[config.mk]
export PLATFORM = sky130hd
export DESIGN_NAME = dual_joystick_conditioner_core
export DESIGN_NICKNAME = d
export VERILOG_FILES = /design/src/sv/djc_pkg.sv /design/src/sv/dual_joystick_conditioner_core.sv /design/src/sv/djc_front.sv /design/src/sv/djc_fifo.sv /design/src/sv/djc_back.sv
export VERILOG_INCLUDE_DIRS = /design/src /design/src/sv
export SDC_FILE = /design/constraint.sdc
export NUM_CORES = 2
export LEC_CHECK = 0
export ABC_AREA = 1
export BUFFER_PORTS_ARGS = -buffer_cell sky130_fd_sc_hd__buf_2
export CAP_MARGIN = 10
export CORE_UTILIZATION = 57
export CTS_BUF_LIST = sky130_fd_sc_hd__clkbuf_8
export DETAILED_ROUTE_END_ITERATION = 10
export GPL_TIMING_DRIVEN = 0
export PLACE_DENSITY = 0.75
export SKIP_CTS_REPAIR_TIMING = 1
export SYNTH_ARGS = -nofsm -noshare
export SYNTH_HDL_FRONTEND = slang
export SYNTH_SLANG_ARGS = --single-unit
[constraint.sdc]
create_clock -name clock -period 25 [get_ports clock]
set_clock_uncertainty 0.2 [all_clocks]
set_input_delay 3.75 -clock clock [delete_from_list [all_inputs] [get_ports clock]]
set_output_delay 3.75 -clock clock [all_outputs]
set_load 0.1 [all_outputs]
[src/sv/assert_macros.svh]
// Assertion macros used by the top level of the joystick conditioner.
`ifndef ASSERT_MACROS_SVH
`define ASSERT_MACROS_SVH

// Same-cycle implication, checked on every clock edge outside reset.
`define DJC_ASSERT_NOW(label, clk, rst, ante, cons, msg) \
   label: assert property (@(posedge clk) disable iff (rst) (ante) |-> (cons)) \
      else $error(msg);

// Next-cycle implication, checked on every clock edge outside reset.
`define DJC_ASSERT_NEXT(label, clk, rst, ante, cons, msg) \
   label: assert property (@(posedge clk) disable iff (rst) (ante) |=> (cons)) \
      else $error(msg);

`endif

[src/sv/djc_pkg.sv]
// Shared constants, types and register codes for the joystick conditioner.
`default_nettype none

package djc_pkg;

   localparam int SAMPLE_BITS = 12;
   localparam int ALPHA_W     = 9;
   localparam int ALPHA_FRAC  = 8;
   localparam int DZ_W        = 11;
   localparam int FLAGS_W     = 4;
   localparam int NUM_AXES    = 4;
   localparam int NUM_STICKS  = 2;
   localparam int CSR_IDX_W   = 3;
   localparam int CSR_DATA_W  = (SAMPLE_BITS > DZ_W) ? SAMPLE_BITS : DZ_W;
   localparam int CMP_W       = (SAMPLE_BITS > DZ_W) ? SAMPLE_BITS : DZ_W;
   localparam int QUEUE_DEPTH = 2;

   localparam logic [SAMPLE_BITS-1:0] SAMPLE_MAX = {SAMPLE_BITS{1'b1}};
   localparam logic [SAMPLE_BITS-1:0] MIDSCALE   = SAMPLE_BITS'(1 << (SAMPLE_BITS - 1));
   localparam logic [SAMPLE_BITS-1:0] CENTER_RST = SAMPLE_BITS'(2048);
   localparam logic [ALPHA_W-1:0]     ALPHA_FULL = ALPHA_W'(1 << ALPHA_FRAC);
   localparam logic [ALPHA_W-1:0]     ALPHA_RST  = ALPHA_W'(64);
   localparam logic [DZ_W-1:0]        DZ_RST     = DZ_W'(100);
   localparam logic [FLAGS_W-1:0]     FLAGS_RST  = '0;

   // lane order inside a sample set
   localparam int AXIS_LX = 0;
   localparam int AXIS_LY = 1;
   localparam int AXIS_RX = 2;
   localparam int AXIS_RY = 3;

   // per-stick bit positions inside its two-bit orientation slice
   localparam int FLAG_SWAP   = 0;
   localparam int FLAG_INVERT = 1;

   typedef enum logic [CSR_IDX_W-1:0] {
      CSR_CENTER_LX = 3'd0,
      CSR_CENTER_LY = 3'd1,
      CSR_CENTER_RX = 3'd2,
      CSR_CENTER_RY = 3'd3,
      CSR_ALPHA     = 3'd4,
      CSR_DEADZONE  = 3'd5,
      CSR_FLAGS     = 3'd6,
      CSR_NOMINAL   = 3'd7
   } csr_index_type;

   typedef logic [NUM_AXES-1:0][SAMPLE_BITS-1:0] axes_type;

   typedef struct packed {
      axes_type             center;
      logic [ALPHA_W-1:0]   alpha;
      logic [DZ_W-1:0]      deadzone;
      logic [FLAGS_W-1:0]   flags;
      logic [SAMPLE_BITS-1:0] nominal;
   } cfg_type;

   // one filtered set on its way from the front to the back
   typedef struct packed {
      axes_type              filt;
      logic [NUM_STICKS-1:0] disc;
   } entry_type;

endpackage

`default_nettype wire

[src/sv/dual_joystick_conditioner_core.sv]
// Top level of the dual joystick conditioner: register file, front end, queue, back end.
//
//   channel  direction  handshake            payload
//   req      in         req_valid/req_stall  req_raw_left_x/_y, req_raw_right_x/_y
//   rsp      out        rsp_valid/rsp_stall  rsp_left_x/_y, rsp_right_x/_y
//   csr      in         csr_valid/csr_ready  csr_index, csr_wdata
//
// One request per cycle unless stalled; rsp_valid rises via the queue and output register.
// The four EMA filters update in the acceptance cycle (one multiply per axis).
// A two-entry queue parts the filters from the output stage, so req stalls only when full.
// Synchronous reset returns filters to mid-scale and registers to their defaults.
// csr is always ready.
`default_nettype none
`include "assert_macros.svh"

module dual_joystick_conditioner_core (
   input  logic                               clock,
   input  logic                               reset,
   input  logic                               req_valid,
   output logic                               req_stall,
   input  logic [djc_pkg::SAMPLE_BITS-1:0]    req_raw_left_x,
   input  logic [djc_pkg::SAMPLE_BITS-1:0]    req_raw_left_y,
   input  logic [djc_pkg::SAMPLE_BITS-1:0]    req_raw_right_x,
   input  logic [djc_pkg::SAMPLE_BITS-1:0]    req_raw_right_y,
   output logic                               rsp_valid,
   input  logic                               rsp_stall,
   output logic [djc_pkg::SAMPLE_BITS-1:0]    rsp_left_x,
   output logic [djc_pkg::SAMPLE_BITS-1:0]    rsp_left_y,
   output logic [djc_pkg::SAMPLE_BITS-1:0]    rsp_right_x,
   output logic [djc_pkg::SAMPLE_BITS-1:0]    rsp_right_y,
   input  logic                               csr_valid,
   output logic                               csr_ready,
   input  logic [djc_pkg::CSR_IDX_W-1:0]      csr_index,
   input  logic [djc_pkg::CSR_DATA_W-1:0]     csr_wdata
);

   djc_pkg::cfg_type   cfg_ff;
   djc_pkg::cfg_type   cfg_in;
   djc_pkg::entry_type push_entry;
   djc_pkg::entry_type pop_entry;
   logic               push;
   logic               q_full;
   logic               q_pop;
   logic               q_valid;

   assign csr_ready = 1'b1;

   always_comb begin
      cfg_in = cfg_ff;
      if (csr_valid && csr_ready) begin
         case (djc_pkg::csr_index_type'(csr_index))
            djc_pkg::CSR_CENTER_LX:
               cfg_in.center[djc_pkg::AXIS_LX] = csr_wdata[djc_pkg::SAMPLE_BITS-1:0];
            djc_pkg::CSR_CENTER_LY:
               cfg_in.center[djc_pkg::AXIS_LY] = csr_wdata[djc_pkg::SAMPLE_BITS-1:0];
            djc_pkg::CSR_CENTER_RX:
               cfg_in.center[djc_pkg::AXIS_RX] = csr_wdata[djc_pkg::SAMPLE_BITS-1:0];
            djc_pkg::CSR_CENTER_RY:
               cfg_in.center[djc_pkg::AXIS_RY] = csr_wdata[djc_pkg::SAMPLE_BITS-1:0];
            djc_pkg::CSR_ALPHA:    cfg_in.alpha    = csr_wdata[djc_pkg::ALPHA_W-1:0];
            djc_pkg::CSR_DEADZONE: cfg_in.deadzone = csr_wdata[djc_pkg::DZ_W-1:0];
            djc_pkg::CSR_FLAGS:    cfg_in.flags    = csr_wdata[djc_pkg::FLAGS_W-1:0];
            djc_pkg::CSR_NOMINAL:  cfg_in.nominal  = csr_wdata[djc_pkg::SAMPLE_BITS-1:0];
            default:               cfg_in = cfg_ff;
         endcase
      end
   end

   always_ff @(posedge clock) begin
      if (reset) begin
         for (int i = 0; i < djc_pkg::NUM_AXES; i++) begin
            cfg_ff.center[i] <= djc_pkg::CENTER_RST;
         end
         cfg_ff.alpha    <= djc_pkg::ALPHA_RST;
         cfg_ff.deadzone <= djc_pkg::DZ_RST;
         cfg_ff.flags    <= djc_pkg::FLAGS_RST;
         cfg_ff.nominal  <= djc_pkg::CENTER_RST;
      end else begin
         cfg_ff <= cfg_in;
      end
   end

   djc_front u_front (
      .clock           (clock),
      .reset           (reset),
      .req_valid       (req_valid),
      .req_stall       (req_stall),
      .req_raw_left_x  (req_raw_left_x),
      .req_raw_left_y  (req_raw_left_y),
      .req_raw_right_x (req_raw_right_x),
      .req_raw_right_y (req_raw_right_y),
      .alpha           (cfg_ff.alpha),
      .q_full          (q_full),
      .push            (push),
      .push_entry      (push_entry)
   );

   djc_fifo u_fifo (
      .clock      (clock),
      .reset      (reset),
      .push       (push),
      .push_entry (push_entry),
      .full       (q_full),
      .pop        (q_pop),
      .pop_valid  (q_valid),
      .pop_entry  (pop_entry)
   );

   djc_back u_back (
      .clock       (clock),
      .reset       (reset),
      .q_valid     (q_valid),
      .q_entry     (pop_entry),
      .q_pop       (q_pop),
      .cfg         (cfg_ff),
      .rsp_valid   (rsp_valid),
      .rsp_stall   (rsp_stall),
      .rsp_left_x  (rsp_left_x),
      .rsp_left_y  (rsp_left_y),
      .rsp_right_x (rsp_right_x),
      .rsp_right_y (rsp_right_y)
   );

   // an accepted request is queued for the back end next cycle
   `DJC_ASSERT_NEXT(a_push_lands, clock, reset, req_valid && !req_stall, q_valid, "request lost before queue")
   // queued work moves to the output register whenever that register is free
   `DJC_ASSERT_NEXT(a_drain, clock, reset, q_valid && !(rsp_valid && rsp_stall), rsp_valid, "queue did not drain")
   // front stalls only on a full queue, never on an empty one
   `DJC_ASSERT_NOW(a_stall_full, clock, reset, req_stall, q_valid, "stall with empty queue")

endmodule

`default_nettype wire

[src/sv/djc_front.sv]
// Front end: accepts a raw sample set, runs the four EMA filters, tags disconnected sticks.
`default_nettype none

module djc_front (
   input  logic                         clock,
   input  logic                         reset,
   input  logic                         req_valid,
   output logic                         req_stall,
   input  logic [djc_pkg::SAMPLE_BITS-1:0] req_raw_left_x,
   input  logic [djc_pkg::SAMPLE_BITS-1:0] req_raw_left_y,
   input  logic [djc_pkg::SAMPLE_BITS-1:0] req_raw_right_x,
   input  logic [djc_pkg::SAMPLE_BITS-1:0] req_raw_right_y,
   input  logic [djc_pkg::ALPHA_W-1:0]  alpha,
   input  logic                         q_full,
   output logic                         push,
   output djc_pkg::entry_type           push_entry
);

   localparam int PROD_W = djc_pkg::SAMPLE_BITS + djc_pkg::ALPHA_W + 2;

   djc_pkg::axes_type               raw;
   djc_pkg::axes_type               filt_ff;
   djc_pkg::axes_type               filt_in;
   logic [djc_pkg::ALPHA_W-1:0]     alpha_sat;

   assign raw[djc_pkg::AXIS_LX] = req_raw_left_x;
   assign raw[djc_pkg::AXIS_LY] = req_raw_left_y;
   assign raw[djc_pkg::AXIS_RX] = req_raw_right_x;
   assign raw[djc_pkg::AXIS_RY] = req_raw_right_y;

   assign req_stall = q_full;
   assign push      = req_valid & ~q_full;

   assign alpha_sat = (alpha > djc_pkg::ALPHA_FULL) ? djc_pkg::ALPHA_FULL : alpha;

   // filt' = filt + floor(alpha * (raw - filt) / 256), same as the weighted sum
   for (genvar g = 0; g < djc_pkg::NUM_AXES; g++) begin : g_lane
      logic signed [djc_pkg::SAMPLE_BITS:0] diff;
      logic signed [djc_pkg::ALPHA_W:0]     a_s;
      logic signed [PROD_W-1:0]             prod;
      logic signed [PROD_W-1:0]             step;

      assign diff    = $signed({1'b0, raw[g]}) - $signed({1'b0, filt_ff[g]});
      assign a_s     = $signed({1'b0, alpha_sat});
      assign prod    = PROD_W'(diff) * PROD_W'(a_s);
      assign step    = prod >>> djc_pkg::ALPHA_FRAC;
      assign filt_in[g] = filt_ff[g] + step[djc_pkg::SAMPLE_BITS-1:0];
   end

   always_ff @(posedge clock) begin
      if (reset) begin
         for (int i = 0; i < djc_pkg::NUM_AXES; i++) begin
            filt_ff[i] <= djc_pkg::MIDSCALE;
         end
      end else if (push) begin
         filt_ff <= filt_in;
      end
   end

   assign push_entry.filt = filt_in;
   assign push_entry.disc[0] = (req_raw_left_x == '0) && (req_raw_left_y == '0);
   assign push_entry.disc[1] = (req_raw_right_x == '0) && (req_raw_right_y == '0);

endmodule

`default_nettype wire

[src/sv/djc_fifo.sv]
// Short queue of filtered sets between the front and back ends.
`default_nettype none

module djc_fifo (
   input  logic               clock,
   input  logic               reset,
   input  logic               push,
   input  djc_pkg::entry_type push_entry,
   output logic               full,
   input  logic               pop,
   output logic               pop_valid,
   output djc_pkg::entry_type pop_entry
);

   localparam int PTR_W = (djc_pkg::QUEUE_DEPTH > 1) ? $clog2(djc_pkg::QUEUE_DEPTH) : 1;
   localparam int CNT_W = $clog2(djc_pkg::QUEUE_DEPTH + 1);

   djc_pkg::entry_type mem_ff [djc_pkg::QUEUE_DEPTH];
   logic [PTR_W-1:0]   wr_ptr_ff, wr_ptr_in;
   logic [PTR_W-1:0]   rd_ptr_ff, rd_ptr_in;
   logic [CNT_W-1:0]   count_ff, count_in;

   assign full      = (count_ff == CNT_W'(djc_pkg::QUEUE_DEPTH));
   assign pop_valid = (count_ff != '0);
   assign pop_entry = mem_ff[rd_ptr_ff];

   always_comb begin
      wr_ptr_in = wr_ptr_ff;
      rd_ptr_in = rd_ptr_ff;
      count_in  = count_ff;
      if (push) begin
         wr_ptr_in = (wr_ptr_ff == PTR_W'(djc_pkg::QUEUE_DEPTH - 1)) ? '0 : wr_ptr_ff + 1'b1;
      end
      if (pop) begin
         rd_ptr_in = (rd_ptr_ff == PTR_W'(djc_pkg::QUEUE_DEPTH - 1)) ? '0 : rd_ptr_ff + 1'b1;
      end
      if (push && !pop) begin
         count_in = count_ff + 1'b1;
      end else if (pop && !push) begin
         count_in = count_ff - 1'b1;
      end
   end

   always_ff @(posedge clock) begin
      if (reset) begin
         wr_ptr_ff <= '0;
         rd_ptr_ff <= '0;
         count_ff  <= '0;
      end else begin
         wr_ptr_ff <= wr_ptr_in;
         rd_ptr_ff <= rd_ptr_in;
         count_ff  <= count_in;
      end
   end

   always_ff @(posedge clock) begin
      if (push) begin
         mem_ff[wr_ptr_ff] <= push_entry;
      end
   end

endmodule

`default_nettype wire

[src/sv/djc_back.sv]
// Back end: deadzone snap, mirror, swap and disconnect handling, with the result register.
`default_nettype none

module djc_back (
   input  logic                            clock,
   input  logic                            reset,
   input  logic                            q_valid,
   input  djc_pkg::entry_type              q_entry,
   output logic                            q_pop,
   input  djc_pkg::cfg_type                cfg,
   output logic                            rsp_valid,
   input  logic                            rsp_stall,
   output logic [djc_pkg::SAMPLE_BITS-1:0] rsp_left_x,
   output logic [djc_pkg::SAMPLE_BITS-1:0] rsp_left_y,
   output logic [djc_pkg::SAMPLE_BITS-1:0] rsp_right_x,
   output logic [djc_pkg::SAMPLE_BITS-1:0] rsp_right_y
);

   localparam int S = djc_pkg::SAMPLE_BITS;

   function automatic logic [S-1:0] snap(input logic [S-1:0] v, input logic [S-1:0] c,
                                         input logic [djc_pkg::DZ_W-1:0] dz,
                                         input logic [S-1:0] nom);
      logic signed [S:0] d;
      logic [S-1:0]      mag;
      d   = $signed({1'b0, v}) - $signed({1'b0, c});
      mag = d[S] ? S'(-d) : d[S-1:0];
      return (djc_pkg::CMP_W'(mag) < djc_pkg::CMP_W'(dz)) ? nom : v;
   endfunction

   // 2*nom - v, clamped to the sample range
   function automatic logic [S-1:0] mirror(input logic [S-1:0] v, input logic [S-1:0] nom);
      logic signed [S+1:0] m;
      m = $signed({1'b0, nom, 1'b0}) - $signed({2'b00, v});
      if (m[S+1]) begin
         return '0;
      end else if (m[S]) begin
         return djc_pkg::SAMPLE_MAX;
      end else begin
         return m[S-1:0];
      end
   endfunction

   logic                 rsp_valid_ff, rsp_valid_in;
   djc_pkg::axes_type    out_ff;
   djc_pkg::axes_type    out_in;

   assign q_pop        = q_valid && (!rsp_valid_ff || !rsp_stall);
   assign rsp_valid_in = q_pop || (rsp_valid_ff && rsp_stall);

   for (genvar s = 0; s < djc_pkg::NUM_STICKS; s++) begin : g_stick
      logic [S-1:0] x_snap, y_snap, x_mir, y_mir;
      logic         swap, invert;

      assign swap   = cfg.flags[2*s + djc_pkg::FLAG_SWAP];
      assign invert = cfg.flags[2*s + djc_pkg::FLAG_INVERT];

      assign x_snap = snap(q_entry.filt[2*s], cfg.center[2*s], cfg.deadzone, cfg.nominal);
      assign y_snap = snap(q_entry.filt[2*s+1], cfg.center[2*s+1], cfg.deadzone,
                           cfg.nominal);
      assign x_mir  = invert ? mirror(x_snap, cfg.nominal) : x_snap;
      assign y_mir  = invert ? mirror(y_snap, cfg.nominal) : y_snap;

      always_comb begin
         if (q_entry.disc[s]) begin
            out_in[2*s]   = cfg.nominal;
            out_in[2*s+1] = cfg.nominal;
         end else if (swap) begin
            out_in[2*s]   = y_mir;
            out_in[2*s+1] = x_mir;
         end else begin
            out_in[2*s]   = x_mir;
            out_in[2*s+1] = y_mir;
         end
      end
   end

   always_ff @(posedge clock) begin
      if (reset) begin
         rsp_valid_ff <= 1'b0;
      end else begin
         rsp_valid_ff <= rsp_valid_in;
      end
   end

   always_ff @(posedge clock) begin
      if (q_pop) begin
         out_ff <= out_in;
      end
   end

   assign rsp_valid   = rsp_valid_ff;
   assign rsp_left_x  = out_ff[djc_pkg::AXIS_LX];
   assign rsp_left_y  = out_ff[djc_pkg::AXIS_LY];
   assign rsp_right_x = out_ff[djc_pkg::AXIS_RX];
   assign rsp_right_y = out_ff[djc_pkg::AXIS_RY];

endmodule

`default_nettype wire
* Yosys cells after proc, flatten, opt, wreduce, memory -nomap -nowiden
Memories as Yosys holds them, arrays and structs flattened. A register that Yosys moved wholly into a read port is not among the register bits.
Index checks and enable logic that the tools add are counted.
** Storage, ports and cells
- Memory bits (read-only) :: 0
- Logic and storage cells :: 124
- Memories :: 1
- Bits in writable memories :: 100
- Bits in latches :: 0
- Bits in registers :: 185
** Operators by class
- Divide/modulo/power cells :: 0
- $add $sub $neg :: 24
- Mux-type cells :: 33
- Multiply operators :: 4
- Bitwise gates (word level) :: 2
- Equality and inequality tests :: 8
- Shift operators :: 0
- $lt $le $gt $ge :: 5
- Reduce and logical (&&, ||, !) cells :: 27
** Memories
- u_fifo.mem_ff :: depth 2, width 50, read ports 1, clocked after Yosys merged registers in 1, write ports 1, line djc_fifo.sv:18 : djc_pkg::entry_type mem_ff [djc_pkg::QUEUE_DEPTH];
** Operators by type and width (number)
- 12-bit two-way mux :: 20
- 12-bit by 12-bit subtractor with 13-bit output :: 8
- 24-bit two-way mux :: 4
- 13-bit by 10-bit multiplier with 20-bit output :: 4
- 13-bit by 12-bit subtractor with 14-bit output :: 4
- 12-bit adder :: 4
- 12-bit logical NOT :: 4
- 12-bit by 11-bit < comparator with 1-bit output :: 4
- 12-bit negation :: 4
- 2-bit AND reduction :: 8
- 3-bit == test, second input constant :: 4
- 9-bit > comparator, second input constant :: 1
- 9-bit two-way mux :: 1
- 3-bit by 2-bit == test with 1-bit output, second input constant :: 2
- 1-bit logical AND :: 6
- 1-bit two-way mux :: 6
- 1-bit logical NOT :: 4
- 2-bit two-way mux :: 2
- 2-bit nonzero test :: 2
- 3-bit by 1-bit == test with 1-bit output, second input constant :: 1
- 3-bit logical NOT :: 1
- 1-bit adder, second input constant :: 2
- 2-bit by 1-bit adder with 2-bit output, second input constant :: 1
- 2-bit == test, second input constant :: 1
- other kinds (4) :: 5

* Logic depth before layout (Yosys ltp)
- Word-level depth :: 11
- Gate-level depth with buffers :: 53
- Mapped depth without buffers :: 48

* Hierarchy
A second synthesis with hierarchy kept.
** Unflattened totals
- Cell total of the unflattened synthesis :: 5523
- Area total of the unflattened synthesis :: 40401.2 µm²
** By module, submodules not included
- djc_front :: area each 21598.2 µm², sequential area each 960.9 µm², times used 1, cells each 2919
- djc_back :: area each 11370.9 µm², sequential area each 1461.4 µm², times used 1, cells each 1933
- djc_fifo :: area each 4091.4 µm², sequential area each 3103.0 µm², times used 1, cells each 189
- dual_joystick_conditioner_core :: area each 3340.7 µm², sequential area each 1681.6 µm², times used 1, cells each 482

* Worst setup path before layout
No wires, ideal clock.
- Path kind :: input-to-reg
- From :: in req_raw_left_y[0] (netlist bit)
- To :: mem u_fifo.mem_ff[0][25] (netlist bit), data pin
- Stages on the path :: 39
- Path buffers :: 0
- Setup slack :: 13.615 ns
- Setup time :: 0.258 ns
- Arrival :: 10.928 ns
- Path through :: inv_1 ha_1 fa_1 or2_1 nand2_1 o21ai_0 o21ai_1 a31oi_1 xnor2_1 nand2_1 fa_1 inv_1 fa_1 fa_1 fa_1 inv_1 fa_1 inv_1 (+3 left out) a211oi_1 nand2_1 a21o_1 xor2_1 ha_1 nand2_1 o21ai_0 nand3_1 nand2_1 nand3_1 nand2_1 nand2_1 a21oi_1 nor2_1 xor2_1 xor2_1 or2_0 and2_1
** RTL lines
- start: declaration :: line dual_joystick_conditioner_core.sv:22 : input logic [djc_pkg::SAMPLE_BITS-1:0] req_raw_left_y,
- end: declaration :: line djc_fifo.sv:18

==> Implementation_results.wiki <==
{| class="wikitable"
! Metric !! Value
|-
| Vertical extent of the die || between 200 and 300 um
|-
| Total wire length after detailed routing || 122200 um
|-
| Count of routing violations after the opening detailed-route iteration || between 3000 and 4000
|-
| Total of warnings raised by yosys || 0
|-
| Arrival time of data at the critical path endpoint || 12410 ps
|-
| Via-to-Cell Ratio || 5.582
|-
| Number of optimization iterations in the first detailed-route pass || 8
|-
| Number of cells in the design after placement || 6246
|-
| Result of the run || complete, no violations
|-
| CTS clock-pin slew for the worst setup and hold paths || ~70 ps
|-
| Post-Place Worst Slack || around 12000 ps
|-
| Synthesized flop and latch total || 286
|-
| Antenna-violating nets left || 0
|-
| Critical Path Start Type || input port
|-
| Overall routing resource usage || 0.3546
|-
| Routed WL per cell || 19.29 um
|-
| TritonCTS clock tree || built
|-
| Syn_nets || 6075
|-
| Async set-or-reset flop fraction in the synthesized netlist || 0
|-
| Via count of the first global-routing pass || 34700
|-
| Library cell contributing the largest single delay on the critical path || sky130_fd_sc_hd__xnor2_1
|-
| Unrepaired setup endpoints after global routing || no
|-
| Wire length of the first global-routing pass || roughly 190000 um
|-
| Delay of the slowest critical-path stage || 640 ps
|-
| Min cycle time layout || 12210 ps
|-
| Later-pin clock latency in the skew report || 650 ps
|-
| Fraction of the yosys area taken by sequential cells || 0.1855
|-
| Synth Area in XOR/XNOR || 0.05004
|-
| Final count of negative-setup-slack endpoints || 0
|-
| Synthesized-area fraction occupied by ao, oa, aoi and oai cells || 0.09141
|-
| Number of fill cells in the layout || between 6000 and 7000
|-
| Class of the worst hold path || reg -> reg
|-
| Post-synthesis instance area || 38860 um2
|-
| Worst-path fanout max || 6
|-
| Final setup TNS || 0 ps
|-
| Main combinational cell family by area after synthesis || adder cells
|-
| Fraction of layout cells with a size suffix above 1 || 0.07984
|-
| Final hold viol count || 0
|-
| Starting density of the core || 0.5776
|-
| Initial antenna violation count || 2
|-
| Overall die area || between 60000 and 70000 um2
|-
| CTS max path bufs || 3
|-
| Ports placed on the boundary || 119
|-
| Area fraction in and, or, nand and nor cells after synthesis || 0.2450
|-
| Most frequent cells in the layout || sky130_fd_sc_hd__nand2_1, sky130_fd_sc_hd__inv_1, sky130_fd_sc_hd__nor2_1, sky130_fd_sc_hd__ha_1, sky130_fd_sc_hd__fa_1
|-
| Top achievable clock speed || 0.08188 GHz
|-
| Final Util || 0.6199
|-
| Cell count after synthesis || 5254
|-
| Period utilization || 0.4885
|-
| Buffers added on ports || 116
|-
| Number of remaining DRC errors || 0
|-
| Synth Area in Adders || 0.3135
|-
| GRT Residual Overflow || 0
|-
| Top cell by count, worst path || sky130_fd_sc_hd__nand2_1
|-
| Measured slew at the worst slew-check pin || 1297 ps
|-
| Number of max-slew violations in the final report || 0
|-
| Total number of H-tree levels || 2
|-
| Total number of nets in the final design || around 6200
|-
| Worst slew margin relative to its limit || 0.1261
|-
| Smallest setup slack after layout || 12790 ps
|-
| Sinks on Clock Net || 286
|-
| Total vias in the final route || 35370
|-
| Worst endpoint required time || 25190 ps
|-
| Count of distinct cell types in the synthesized netlist || 60
|-
| Primary FF master, synth || sky130_fd_sc_hd__edfxtp_1
|-
| Core Box Area || between 60000 and 70000 um2
|-
| Max-cap violations || 0
|-
| Filler-free cell count of the finished design || about 6300
|-
| Std-Cell Rows || between 90 and 100
|-
| Placer congestion estimate || 1.012
|-
| Number of buffers created by CTS || 48
|-
| Average footprint of a synthesized cell || 7.396 um2
|-
| Clock Root Buffer || sky130_fd_sc_hd__clkbuf_8
|-
| Leading cell type in the layout, fill and taps excluded || sky130_fd_sc_hd__nand2_1
|-
| Type of element capturing the critical path || register
|-
| Worst setup path category || in -> reg
|-
| Mux share of post-synthesis cell area || 0.001288
|-
| Maximum number of pins on one net before global-route repair || 49
|-
| Number of flops mapped to enable cells by yosys || 148
|-
| Horizontal die dimension || 263.1 um
|-
| Synthesis-to-finish area growth || 7.322%
|-
| Placed wire-length estimate after detailed placement || ~99000 um
|}
## cell usage after synthesis (all sizes together), types with 3 or more instances
library cell,count,area [um2]
nor2,431,1675
o21a,6,46.30
dfxtp,138,2763
clkbuf,101,379.1
a21boi,7,60.06
buf,38,250.3
nand4,60,381.6
clkinv,9,33.78
a21o,13,97.59
o21ai,267,1348
o22ai,4,25.02
xnor2,65,569.3
or2,87,544.3
nor4,14,87.58
xor2,157,1375
nand3b,12,90.09
edfxtp,148,4444
ha,385,4817
a21oi,297,1520
and2,3,18.77
nand3,382,2014
o211ai,12,90.09
a31oi,12,75.07
fa,368,7367
o31ai,3,22.52
nand2,1176,4559
nor3,20,115.1
o21bai,23,172.7
a211oi,4,35.03
inv,995,3735
mux2i,5,50.05
## cell families (layout without fill, tap and decap cells)
logic type / after synthesis / count (layout)
muxes: 5 / 5
AOI/OAI and AO/OA: 654 / 654
adders and majority gates: 753 / 753
other: 1 / 3
buffers and inverters: 1143 / 1350
xor gates and xnor gates: 222 / 222
and+or+nand+nor: 2190 / 2190
DFF: 286 / 286
## final cells by class
class / instances / area [um2] / area share
well taps: 873 / 1092 / 0.02619
clock buffers: 52 / 715.7 / 0.01716
repair buffers: 119 / 648.1 / 0.01554
plain buffers: 139 / 629.4 / 0.01509
diodes: 2 / 5.005 / 0.0001200
clock inverters: 36 / 369.1 / 0.008850
flip-flops and latches: 286 / 7207 / 0.1728
multi-input cells: 3825 / 27270 / 0.6539
inverters: 1004 / 3769 / 0.09036
## path summary, 6_finish.rpt
kind / startpoint / end / slack, ps / cells past startpoint
max: req_raw_right_y[0] / u_fifo.mem_ff[0][49] / 12790 / 43
max reg2reg: cfg_ff[27] / u_fifo.mem_ff[1][13] / 15270 / 41
min reg2reg: u_fifo.rd_ptr_ff / u_fifo.rd_ptr_ff / 260 / 1
min: u_fifo.rd_ptr_ff / u_fifo.rd_ptr_ff / 260 / 1
## per-stage QoR
step | area, um2 | hold WS [ps]
after floorplan | 38860 | 225.7
after global placement | 40530 | 236.0
after detailed placement | 40620 | 247.8
after CTS | 41700 | 257.3
after global routing | 41700 | 280.1
final | 41710 | 259.2
## registers in the layout, summed over array words and instances (netlist names), named ones only
name                cells
cfg_ff                 84
u_back.rsp_left_x      12
u_back.rsp_left_y      12
u_back.rsp_right_x     12
u_back.rsp_right_y     12
u_back.rsp_valid        1
u_fifo.count_ff         2
u_fifo.mem_ff         100
u_fifo.rd_ptr_ff        1
u_fifo.wr_ptr_ff        1
u_front.filt_ff        48
## critical path: cells and delay by family
kind	cells	cell delay, ps
xor+xnor	5	1490
simple gates	15	1680
buf+inv	7	420
fa+ha+maj	9	3790
compound gates	7	1270
## layer usage
layer	wire, um	vias to the layer above	track usage
li1	-	16910	-
met1	47670	16520	0.4302
met2	55680	1483	0.5879
met3	9896	445	0.05818
met4	8890	2	0.2221
met5	68	-	0.006930
Power is left out: the tool's default activity adds up to more than one toggle a clock period on the data nets, which glitch-free logic cannot reach.
